File: config.mk
export PLATFORM = sky130hd
export DESIGN_NAME = sdpd_control
export DESIGN_NICKNAME = d
export VERILOG_FILES = /design/src/sv/sdpd_pkg.sv /design/src/sv/sdpd_control.sv
export VERILOG_INCLUDE_DIRS = /design/src /design/src/sv
export SDC_FILE = /design/constraint.sdc
export NUM_CORES = 1
export LEC_CHECK = 0
export BUFFER_PORTS_ARGS = -buffer_cell sky130_fd_sc_hd__buf_2
export CAP_MARGIN = 20
export CORE_MARGIN = 5
export CORE_UTILIZATION = 35
export CTS_CLUSTER_DIAMETER = 200
export DETAILED_ROUTE_END_ITERATION = 6
export MAX_ROUTING_LAYER = met4
export PLACE_DENSITY_LB_ADDON = 0.1
export SLEW_MARGIN = 30
export SYNTH_ARGS = -nofsm -noshare
export SYNTH_HDL_FRONTEND = slang
export SYNTH_SLANG_ARGS = --single-unit
File: constraint.sdc
create_clock -name i_clk -period 1.6 [get_ports i_clk]
set_input_delay 0.4 -clock i_clk [delete_from_list [all_inputs] [get_ports i_clk]]
set_output_delay 0.4 -clock i_clk [all_outputs]
set_load 0.01 [all_outputs]
File: src/sv/stereo_disparity_point_distance_macros.svh
// Assertion macros for the stereo disparity point distance block.
`ifndef STEREO_DISPARITY_POINT_DISTANCE_MACROS_SVH
`define STEREO_DISPARITY_POINT_DISTANCE_MACROS_SVH
// implication checked on every clock edge outside reset
`define SDPD_ASSERT_IMP(lbl, clk, rst_n, ante, cons) \
    lbl: assert property (@(posedge clk) disable iff (!rst_n) (ante) |-> (cons)) \
        else $error("assertion failed");
// implication whose consequent is checked in the cycle after the antecedent
`define SDPD_ASSERT_NEXT(lbl, clk, rst_n, ante, cons) \
    lbl: assert property (@(posedge clk) disable iff (!rst_n) (ante) |=> (cons)) \
        else $error("assertion failed");
`endif

File: src/sv/sdpd_pkg.sv
// Package with constants, types and command structs for the stereo point block.
package sdpd_pkg;
    localparam int COORD_BITS_DEF = 12;
    localparam int FRAC_BITS_DEF  = 4;
    localparam int OUT_W   = 37;
    localparam int DIST_W  = 38;
    localparam int FX_W    = 20;
    localparam int CU_W    = 16;
    localparam int BL_W    = 16;
    localparam int CFG_IDX_W = 3;
    localparam int CFG_DAT_W = 20;
    // divider widths: dividend magnitude up to 58 bits, divisor up to 20 bits
    localparam int DIVN_W  = 58;
    localparam int DIVD_W  = 20;
    localparam int DIVN_CW = 6;
    // square-root radicand 78 bits, result 39 bits
    localparam int SQ_W    = 78;
    localparam int SQR_W   = 39;

    localparam logic [CFG_IDX_W-1:0] REG_FOCAL_X  = 3'd0;
    localparam logic [CFG_IDX_W-1:0] REG_FOCAL_Y  = 3'd1;
    localparam logic [CFG_IDX_W-1:0] REG_CENTER_U = 3'd2;
    localparam logic [CFG_IDX_W-1:0] REG_CENTER_V = 3'd3;
    localparam logic [CFG_IDX_W-1:0] REG_BASELINE = 3'd4;

    localparam logic [FX_W-1:0] FOCAL_X_RST  = 20'd60660;
    localparam logic [FX_W-1:0] FOCAL_Y_RST  = 20'd60683;
    localparam logic [CU_W-1:0] CENTER_U_RST = 16'd11158;
    localparam logic [CU_W-1:0] CENTER_V_RST = 16'd9425;
    localparam logic [BL_W-1:0] BASELINE_RST = 16'd1534;

    typedef enum logic [3:0] {
        OP_NONE, OP_LOAD, OP_DIVZ_START, OP_DIVZ_DONE, OP_MULX, OP_DIVX_START, OP_DIVX_DONE,
        OP_MULY, OP_DIVY_START, OP_DIVY_DONE, OP_SQ, OP_SQRT_START, OP_FINISH
    } t_op;

    typedef struct packed {
        t_op op;
    } t_cmd;

    typedef struct packed {
        logic div_done;
        logic sqrt_done;
        logic second;
    } t_status;
endpackage

File: src/sv/sdpd_control.sv
// Sequencer stepping one item through the shared divider and square root.
module sdpd_control
    import sdpd_pkg::*;
(
    input  logic    i_clk,
    input  logic    i_rst_n,
    input  logic    i_in_fire,
    input  logic    i_zero,
    input  t_status i_status,
    output t_cmd    o_cmd,
    output logic    o_busy,
    output logic    o_out_set
);
`include "stereo_disparity_point_distance_macros.svh"
    typedef enum logic [3:0] {
        S_IDLE, S_DZ, S_WZ, S_MX, S_DX, S_WX, S_MY, S_DY, S_WY,
        S_SQ0, S_SQ1, S_SQ2, S_SQRT, S_WSQ, S_FIN
    } t_state;

    t_state r_state, n_state;
    t_op    n_op;
    logic   r_busy;

    always_comb begin
        n_state = r_state;
        n_op    = OP_NONE;
        case (r_state)
            S_IDLE: if (i_in_fire) begin
                n_op = OP_LOAD; n_state = S_DZ;
            end
            S_DZ: if (i_zero) n_state = i_status.second ? S_SQ0 : S_FIN;
                  else begin n_op = OP_DIVZ_START; n_state = S_WZ; end
            S_WZ: if (i_status.div_done) begin n_op = OP_DIVZ_DONE; n_state = S_MX; end
            S_MX: begin n_op = OP_MULX; n_state = S_DX; end
            S_DX: begin n_op = OP_DIVX_START; n_state = S_WX; end
            S_WX: if (i_status.div_done) begin n_op = OP_DIVX_DONE; n_state = S_MY; end
            S_MY: begin n_op = OP_MULY; n_state = S_DY; end
            S_DY: begin n_op = OP_DIVY_START; n_state = S_WY; end
            S_WY: if (i_status.div_done) begin
                n_op = OP_DIVY_DONE;
                n_state = i_status.second ? S_SQ0 : S_FIN;
            end
            S_SQ0: begin n_op = OP_SQ; n_state = S_SQ1; end
            S_SQ1: begin n_op = OP_SQ; n_state = S_SQ2; end
            S_SQ2: begin n_op = OP_SQ; n_state = S_SQRT; end
            S_SQRT: begin n_op = OP_SQRT_START; n_state = S_WSQ; end
            S_WSQ: if (i_status.sqrt_done) n_state = S_FIN;
            S_FIN: begin n_op = OP_FINISH; n_state = S_IDLE; end
            default: n_state = S_IDLE;
        endcase
    end

    always_ff @(posedge i_clk) begin
        if (!i_rst_n) begin
            r_state <= S_IDLE;
            r_busy  <= 1'b0;
        end else begin
            r_state <= n_state;
            if (i_in_fire) r_busy <= 1'b1;
            else if (r_state == S_FIN) r_busy <= 1'b0;
        end
    end

    assign o_cmd.op  = n_op;
    assign o_busy    = r_busy;
    assign o_out_set = (r_state == S_FIN);

    `SDPD_ASSERT_IMP(a_fire_idle, i_clk, i_rst_n, i_in_fire, r_state == S_IDLE)
    `SDPD_ASSERT_NEXT(a_fin_idle, i_clk, i_rst_n, r_state == S_FIN, r_state == S_IDLE)
    `SDPD_ASSERT_IMP(a_busy_state, i_clk, i_rst_n, r_state != S_IDLE, r_busy)
endmodule

==> results.toml, run 1 <==
[layout]
final_cell_area_um2 = 1030
layout_commonest_cell = "buf_4"
instances_no_fill = 137
area_growth_pct = 82.6
final_nets = 129
n_antenna_cell = 0
final_cell_mix = "22 x buf_4, 12 x buf_2, 9 x nand2_1"
drive_gt1_frac = 0.579

[drt]
detail_route.wl_per_cell_um = 15.2
drcViolationCount = 0
via_count = 763
dr.pass1.iters = 4
ant_nets = 0
drt-total-wl_mm = 2.08
drt_iter0_drc = 19
avgViaCountPerCell = 5.57

[critical_path]
ff2ff_path_depth = 8
required_ns = 1.20
cp_data_arrival_time_ns = 1.35
start_kind = "flop"
worst-path-max-fanout = 6
criticalPathCategory = "flop to primary output"
cp-end-kind = "primary output"

[synthesis]
yosys-mux-area-fraction = 0
synth_top_area_frac = 0.178
avgSynthCellArea_um2 = 6.69
ys_ff_latch = 5
synthTopCellsByArea = "dfxtp_1 18%, a21oi_1 9.8%, nor2b_1 6.7%, nand2_1 6.0%, o21ai_0 5.3%"
yosysTopAreaCell = "dfxtp_1"
synth_top_flop_cell = "dfxtp_1"
synth_cells = 84
synth-compound-area-share = 0.396
yosysSeqAreaShare = 0.178
ys_async_sr_fraction = 0
synthSimpleGateAreaFrac = 0.298
synth-xor-area-share = 0.0156
yosys_warnings = 0
synthDistinctLibCells = 32
synthAdderAreaFrac = 0
synth_edf_count = 0
syn_area_um2 = 562
synth_top_family_by_area = "compound AO/OA/AOI/OAI gates"
synth_nets = 91

[place]
hpwl_mm = 1.28
io_buffers = 12
place_area_um2 = 778
place_congestion = 0.782
dp.cells = 126
post-place-ws_ns = -0.0109

[power]
vdd_drop_max_v = 0.000947
p_per_area_nw_per_um2 = 1970
p_leak_nw = 0.448
finalPower_w = 0.00202

[sta]
setup_tns_ns = -0.781
rsz0062_at_grt = "true"
setup_ws_ns = -0.148
drv_slew = 0
hold_viol_final = 0
slew_headroom = 0.794
fin_crit_sh = 1.09
post-route-min-period_ns = 1.75
skew_ns = 0.00764
fmax_mhz = 572
setup_viol = 8
worstMarginPinSlew_ns = 0.307

[cts]
cts_tree = "yes"
cts-root-buf = "clkbuf_4"
path_clk_slew_ns = 0.05
clkSinkCount = 5
clk_latency_ns = 0.26
cts_buffer_depth = 2
cts_buffers = 3
cts-htree-levels = 1

[floorplan]
die-area_um2 = 2510
rows = 14
coreArea_um2 = 1510
pin_count = 13
die_w_um = 50.1
die_h_um = 50.1
start_util = 0.373

[global_routing]
grt-busiest-layer = "met2"
grt_pass1_wl_mm = 2.75
antenna_found_initial = 0
grt.overflow.total = 0
grt_max_degree = 12
grtUsageMet2 = 0.232
grt_pass1_vias = 629
gr-usage-met1 = 0.164
track_usage = 0.143
grt_util_met3 = 0.0331

[min_path]
hold_depth = 2
hold_path.class = "input port to flop"

[status]
status = "finished with violations"
violations = "negative setup slack"

[run]
drv_cap = 0
==> flip-flops by register name, summed over array words and instances (netlist names) <==
name / cells
o_busy: 1
r_state: 4
==> final timing paths <==
| path | start | endpoint | slack [ns] |
|---|---|---|---|
| setup / recovery | r_state[1]$_SDFFE_PN0P_ | o_cmd[1] | -0.15 |
| hold / removal | i_rst_n | r_state[1]$_SDFFE_PN0P_ | 0.41 |
| setup reg to reg | r_state[0]$_SDFFE_PN0P_ | r_state[0]$_SDFFE_PN0P_ | -0.05 |
| hold reg to reg | o_busy$_SDFFE_PN0P_ | o_busy$_SDFFE_PN0P_ | 0.51 |
==> worst max-delay path: stages, from the launching register on <==
cell and delay [ns]:
dfxtp_4 0.37, buf_6 0.13, nor2b_4 0.11, a21oi_2 0.06, nor2_1 0.11, a21oi_1 0.05
a21oi_1 0.12, buf_2 0.14
==> routing by layer <==
| layer | routed length, µm | share of wire | vias to the layer above |
|---|---|---|---|
| met5 | 0 | 0 | - |
| met4 | 33 | 0.016 | 0 |
| met3 | 85 | 0.041 | 2 |
| met2 | 1080 | 0.52 | 21 |
| met1 | 883 | 0.43 | 361 |
| li1 | - | - | 379 |
==> final cells by class <==
cell class,instances,area [µm²]
Clock buffer,4,26.3
Inverter,5,21.3
Timing Repair Buffer,41,317
Sequential cell,5,113
Multi-Input combinational cell,66,529
Fill cell,128,480
Tap cell,16,20.0
==> synthesized netlist by cell type, types with 2 or more instances <==
| library cell | number |
|---|---|
| nor3_1 | 3 |
| a32oi_1 | 2 |
| a21boi_1 | 2 |
| nor2b_1 | 6 |
| nand3_1 | 3 |
| nand2_1 | 9 |
| buf_2 | 5 |
| inv_1 | 5 |
| clkbuf_1 | 2 |
| a21oi_1 | 11 |
| o31ai_1 | 2 |
| dfxtp_1 | 5 |
| nor2_1 | 5 |
| o21ai_0 | 6 |
==> what timing repair did <==
| action | 4_1_cts | 5_1_grt |
|---|---|---|
| hold buffers | 0 | 0 |
| gates resized for setup | 19 | 27 |
| setup endpoints to repair | 5 | 8 |
| setup buffers | 4 | 4 |
| pin swaps | 5 | 17 |
| gates cloned | 0 | 0 |
==> through the flow <==
| step | hold WS [ns] | util |
|---|---|---|
| floorplan | 0.522 | - |
| global placement | 0.486 | 0.517 |
| detailed placement | 0.500 | 0.517 |
| CTS | 0.420 | 0.577 |
| global route | 0.417 | 0.681 |
| finish | 0.408 | 0.681 |
==> kinds of logic after synthesis <==
logic type                after synthesis
DFF                                     5
xor gates and xnor gates                1
and+or+nand+nor                        31
buffers and inverters                  13
AOI/OAI and AO/OA                      34
==> where the power goes <==
| group | internal (W) | total [W] | switching (W) | leakage, nW |
|---|---|---|---|---|
| combinational | 0.000852 | 0.00155 | 0.000696 | 0.390 |
| clock | 0.0000952 | 0.000162 | 0.0000664 | 0.0150 |
| sequential | 0.000190 | 0.000308 | 0.000117 | 0.0437 |
| total | 0.00114 | 0.00202 | 0.000880 | 0.448 |
(Power assumes the default switching activity.)
==> inputs of run 2 (changes only) <==
Settings changed: BUFFER_PORTS_ARGS -buffer_cell sky130_fd_sc_hd__buf_2 to not set, DONT_BUFFER_PORTS set to 1, SLEW_MARGIN 30 to 20.
==> run 2 against run 1 <==
  * The flow still finishes with violations (negative setup slack)
  * Critical path depth is the same
  * Via count fell by 14%
  * Final area decreased by 25%
  * First-iteration DRC count decreased by 42%
  * Non-clock buffer count fell by 21
  * Die area stayed put
  * Clock skew is 0.00050 ns lower
  * Maximum frequency up 4.3%
  * Sequential power shrank 8.8%
  * Critical endpoint unchanged
  * Largest cell class unchanged
==> results.toml, run 2 (synthesized netlist as in run 1, its figures left out) <==
[floorplan]
die_h_um = 50.1
rows = 14
die-area_um2 = 2510
start_util = 0.373
die_w_um = 50.1
pin_count = 13
coreArea_um2 = 1510

[global_routing]
grt.overflow.total = 0
grt_pass1_wl_mm = 2.53
grt_pass1_vias = 546
antenna_found_initial = 0
grt_max_degree = 14
track_usage = 0.136

[sta]
worstMarginPinSlew_ns = 0.325
drv_slew = 0
hold-worst-slack_ns = 0.279
setup_ws_ns = -0.0761
rsz0062_at_grt = "true"
hold_viol_final = 0
skew_ns = 0.00714
setup_viol = 4
fin_crit_sh = 1.05
post-route-min-period_ns = 1.68
fmax_mhz = 597
slew_headroom = 0.783

[layout]
instances_no_fill = 116
layout_commonest_cell = "buf_4"
n_antenna_cell = 0
area_growth_pct = 36.3
drive_gt1_frac = 0.360
final_cell_mix = "17 x buf_4, 10 x a21oi_1, 9 x nand2_1"
final_cell_area_um2 = 766
final_nets = 108
largest_reg_flops = 4
regMostFlops = "r_state"

[drt]
drt_iter0_drc = 11
drcViolationCount = 0
via_count = 657
avgViaCountPerCell = 5.66
ant_nets = 0
drt-total-wl_mm = 1.61
dr.pass1.iters = 4
detail_route.wl_per_cell_um = 13.8

[status]
violations = "negative setup slack"
status = "finished with violations"

[cts]
cts_tree = "yes"
cts_buffers = 3
cts_buffer_depth = 2
clk_latency_ns = 0.24
path_clk_slew_ns = 0.05
cts-htree-levels = 1
clkSinkCount = 5
cts-root-buf = "clkbuf_4"
ctsHoldBuffers = 0

[power]
vdd_drop_max_v = 0.000801
p_per_area_nw_per_um2 = 1940
p_leak_nw = 0.320

[critical_path]
cp-end-kind = "primary output"
required_ns = 1.20
start_kind = "flop"
worst-path-max-fanout = 4
criticalPathCategory = "flop to primary output"
cp_data_arrival_time_ns = 1.28

[min_path]
hold_path.class = "input port to flop"

[place]
hpwl_mm = 1.23
dp.cells = 112
post-place-ws_ns = -0.0664
place_area_um2 = 691
io_buffers = 0
place_congestion = 0.835

[run]
drv_cap = 0
[run 2: changes by cell type in the layout (fill, tap and decap cells not counted), sizes merged]
cell | previous run | this run
buf | 41 | 20
[run 2: final timing paths]
path                                         startpoint                      end  slack, ns  depth (start not counted)
worst max register to register  r_state[1]$_SDFFE_PN0P_  r_state[0]$_SDFFE_PN0P_       0.12                          8
worst max-delay path            r_state[1]$_SDFFE_PN0P_                 o_cmd[1]      -0.08                          7
worst min-delay path                            i_rst_n  r_state[1]$_SDFFE_PN0P_       0.28                          1
worst min register to register      o_busy$_SDFFE_PN0P_      o_busy$_SDFFE_PN0P_       0.56                          2
[run 2: metal layers]
layer | vias up | wire, µm | GRT usage
met2 | 26 | 747 | 0.192
met3 | 2 | 112 | 0.0572
met1 | 293 | 730 | 0.169
met5 | - | 0 | -
met4 | 0 | 15 | 0.0524
li1 | 336 | - | -
[run 2: area by class of cell]
type / count / area [µm²]
Inverter: 5 / 18.8
Clock buffer: 4 / 26.3
Sequential cell: 5 / 110
Multi-Input combinational cell: 66 / 429
Timing Repair Buffer: 20 / 161
Tap cell: 16 / 20.0
Fill cell: 158 / 741
[run 2: critical path: stages, from the launching register on]
cell and delay (ns):
dfxtp_2 0.33, buf_6 0.11, buf_6 0.10, nor2b_1 0.09, a21oi_1 0.07, nor2_1 0.08
a21oi_1 0.05, a21oi_2 0.19
[run 2: stage by stage]
stage	TNS, ns	total power (W)	util
finish	-0.185	0.00149	0.508
global route	-0.534	0.00160	0.508
CTS	-0.316	0.00148	0.502
detailed placement	-0.0872	0.00124	0.458
global placement	-0.0305	0.00123	0.458
floorplan	-0.00774	0.000866	-
[run 2: what timing repair did]
item | 4_1_cts | 5_1_grt
endpoints found under the setup margin | 5 | 4
gates resized for setup | 14 | 3
pin swaps | 5 | 2
buffers inserted | 0 | 0
[run 2: power by group]
| part | switching (W) | leakage, nW | internal [W] |
|---|---|---|---|
| Sequential | 0.0000976 | 0.0434 | 0.000184 |
| Clock | 0.0000490 | 0.0150 | 0.0000941 |
| Combinational | 0.000515 | 0.262 | 0.000549 |
| Total | 0.000662 | 0.320 | 0.000826 |
==> inputs of run 3 (changes only) <==
Settings changed: ABC_AREA set to 1, CORE_UTILIZATION 35 to 31.
==> run 3 against run 2 <==
  * The run still ends with negative setup slack left
  * Critical path type unchanged
  * Flip-flop and latch count did not move
  * Largest cell class unchanged
  * Clock-buffer cell count did not move
  * Core utilization fell by 8.3 points
  * Sequential power rose by 6%
  * Synthesized cell count rose by 14%
  * Critical path depth fell by 1
  * Area after synthesis fell by 4.5%
  * Clock power barely moved
==> results.toml, run 3 <==
[min_path]
holdCritStartpoint = "i_zero"
whs_endpoint = "r_state[3]$_SDFFE_PN0P_"
hold_path.class = "input port to flop"
hold_depth = 2

[place]
post-place-ws_ns = 0.0864
hpwl_mm = 1.31
place_area_um2 = 596
io_buffers = 0
place_congestion = 0.840
dp.cells = 118

[global_routing]
grt.overflow.total = 0
grt_pass1_vias = 609
grt_max_degree = 8
grt_pass1_wl_mm = 2.60
track_usage = 0.137
antenna_found_initial = 0

[synthesis]
synth_edf_count = 0
synthTopCellsByArea = "nand2_1 24%, dfxtp_1 19%, nand3_1 9.3%, nor2_4 6.3%, inv_2 5.6%"
synthDistinctLibCells = 18
yosys-mux-area-fraction = 0
synth_top_flop_cell = "dfxtp_1"
synth_top_family_by_area = "simple AND/OR/NAND/NOR gates"
synth_top_area_frac = 0.245
yosysSeqAreaShare = 0.186
yosys_warnings = 0
synth-xor-area-share = 0
syn_area_um2 = 537
synth_cells = 96
synth_nets = 103
synth_common_cells = "35 x nand2_1, 10 x nand3_1, 8 x inv_2, 7 x inv_1, 7 x nor2_1"
ys_ff_latch = 5
avgSynthCellArea_um2 = 5.59
synth-compound-area-share = 0.112
synth_most_common_cell = "nand2_1"
ys_async_sr_fraction = 0
yosysTopAreaCell = "nand2_1"
synthAdderAreaFrac = 0
synthSimpleGateAreaFrac = 0.597

[power]
p_leak_nw = 0.369
clockPowerShare = 0.096
p_per_area_nw_per_um2 = 2040
p_seq_frac = 0.203
switching_share = 0.526
p_int_w = 0.000695
vdd_drop_max_v = 0.00105
p_switching_w = 0.000771
pwr-share-comb = 0.701

[critical_path]
slowest_delay_ns = 0.36
required_ns = 1.20
crit_slowest_cell = "dfxtp_4"
path_delay_family = "simple AND/OR/NAND/NOR gates"
worst-path-buf-inv = 2
cp_data_arrival_time_ns = 1.22
path_cells = "buf_6 -> nor2_4 -> inv_2 -> nor3_2 -> nor2_1 -> nand3_2"
start_kind = "flop"
criticalPathCategory = "flop to primary output"
rr_startpoint = "r_state[1]$_SDFFE_PN0P_"
reg2reg_setup_slack_ns = 0.21
ff2ff_path_depth = 9
worst-path-max-fanout = 5
cp-end-kind = "primary output"
r2r-end = "r_state[0]$_SDFFE_PN0P_"

[sta]
setup_viol = 1
drv_slew = 0
hold_viol_final = 0
worstMarginPinSlew_ns = 0.267
setup_ws_ns = -0.0165
fmax_mhz = 619
post-route-min-period_ns = 1.62
slew_headroom = 0.822
skew_ns = 0.00182
fin_crit_sh = 1.01
rsz0062_at_grt = "true"
setup_tns_ns = -0.0165

[layout]
largest_reg_flops = 4
area_growth_pct = 33.8
fillers = 186
layout_commonest_cell = "nand2_1"
regMostFlops = "r_state"
final_util = 0.425
multi_input_area_um2 = 420
drive_gt1_frac = 0.427
n_antenna_cell = 0
final_cell_mix = "33 x nand2_1, 11 x inv_2, 9 x nand3_1, 9 x buf_4, 6 x nor2_1"
seq_area_um2 = 115
final_cell_area_um2 = 718
final_nets = 118
instances_no_fill = 127

[floorplan]
pin_count = 13
die-area_um2 = 2660
die_w_um = 51.6
start_util = 0.318
rows = 15
die_h_um = 51.6
coreArea_um2 = 1690

[cts]
path_clk_slew_ns = 0.04
cts_buffers = 3
cts-root-buf = "clkbuf_4"
cts_buffer_depth = 2
clk_latency_ns = 0.24
clkSinkCount = 5
cts_tree = "yes"
ctsHoldBuffers = 0
cts-htree-levels = 1

[drt]
ant_nets = 0
avgViaCountPerCell = 5.25
via_count = 667
dr.pass1.iters = 4
drt-total-wl_mm = 1.69
detail_route.wl_per_cell_um = 13.3
drt_iter0_drc = 9
drcViolationCount = 0

[status]
violations = "negative setup slack"
status = "finished with violations"

[run]
drv_cap = 0
run 3: worst max-delay path by stage:
stage               slack (ns)  cells past startpoint               startpoint        to
finish                   -0.02                      6  r_state[1]$_SDFFE_PN0P_  o_cmd[1]
detailed placement        0.09                      3  r_state[3]$_SDFFE_PN0P_  o_cmd[0]
global placement          0.06                      5  r_state[3]$_SDFFE_PN0P_  o_cmd[0]
global route             -0.07                      6  r_state[1]$_SDFFE_PN0P_  o_cmd[1]
CTS                     -0.003                      6  r_state[2]$_SDFFE_PN0P_  o_cmd[1]
floorplan                 0.11                      6  r_state[1]$_SDFFE_PN0P_  o_cmd[2]
run 3: power groups by stage:
stage / sequential [W] / combinational (W) / clock [W]
3_5_place_dp: 0.000261 / 0.000863 / 0
3_3_place_gp: 0.000264 / 0.000875 / 0
4_1_cts: 0.000290 / 0.000947 / 0.000151
5_1_grt: 0.000305 / 0.00112 / 0.000153
2_1_floorplan: 0.000252 / 0.000636 / 0
6_report: 0.000297 / 0.00103 / 0.000141
run 3: cells by family after synthesis:
| logic type | Yosys count |
|---|---|
| buffers and inverters | 15 |
| flip-flops | 5 |
| AND/OR/NAND/NOR | 67 |
| AO/OA/AOI/OAI | 9 |
run 3: cell type report:
class / count / area share
Clock buffer: 4 / 0.0366
Timing Repair Buffer: 10 / 0.110
Inverter: 15 / 0.0784
Tap cell: 17 / 0.0296
Multi-Input combinational cell: 76 / 0.585
Sequential cell: 5 / 0.160
run 3: metal layers:
metal	part of all wire	global-route usage	vias up
met5	0	-	-
met4	0.011	0.0786	0
met3	0.045	0.0172	2
met2	0.49	0.225	16
met1	0.46	0.161	314
li1	-	-	335
run 3: per-stage QoR:
stage	hold WS, ns	power (W)
after floorplan	0.485	0.000888
after global placement	0.502	0.00114
after detailed placement	0.506	0.00112
after CTS	0.339	0.00139
after global routing	0.358	0.00157
final	0.354	0.00147
run 3: repair_timing:
item	in CTS	in global routing
buffers inserted	2	3
gates resized for setup	17	4
gates cloned	0	0
pin swaps	3	6
endpoints found under the setup margin	5	4
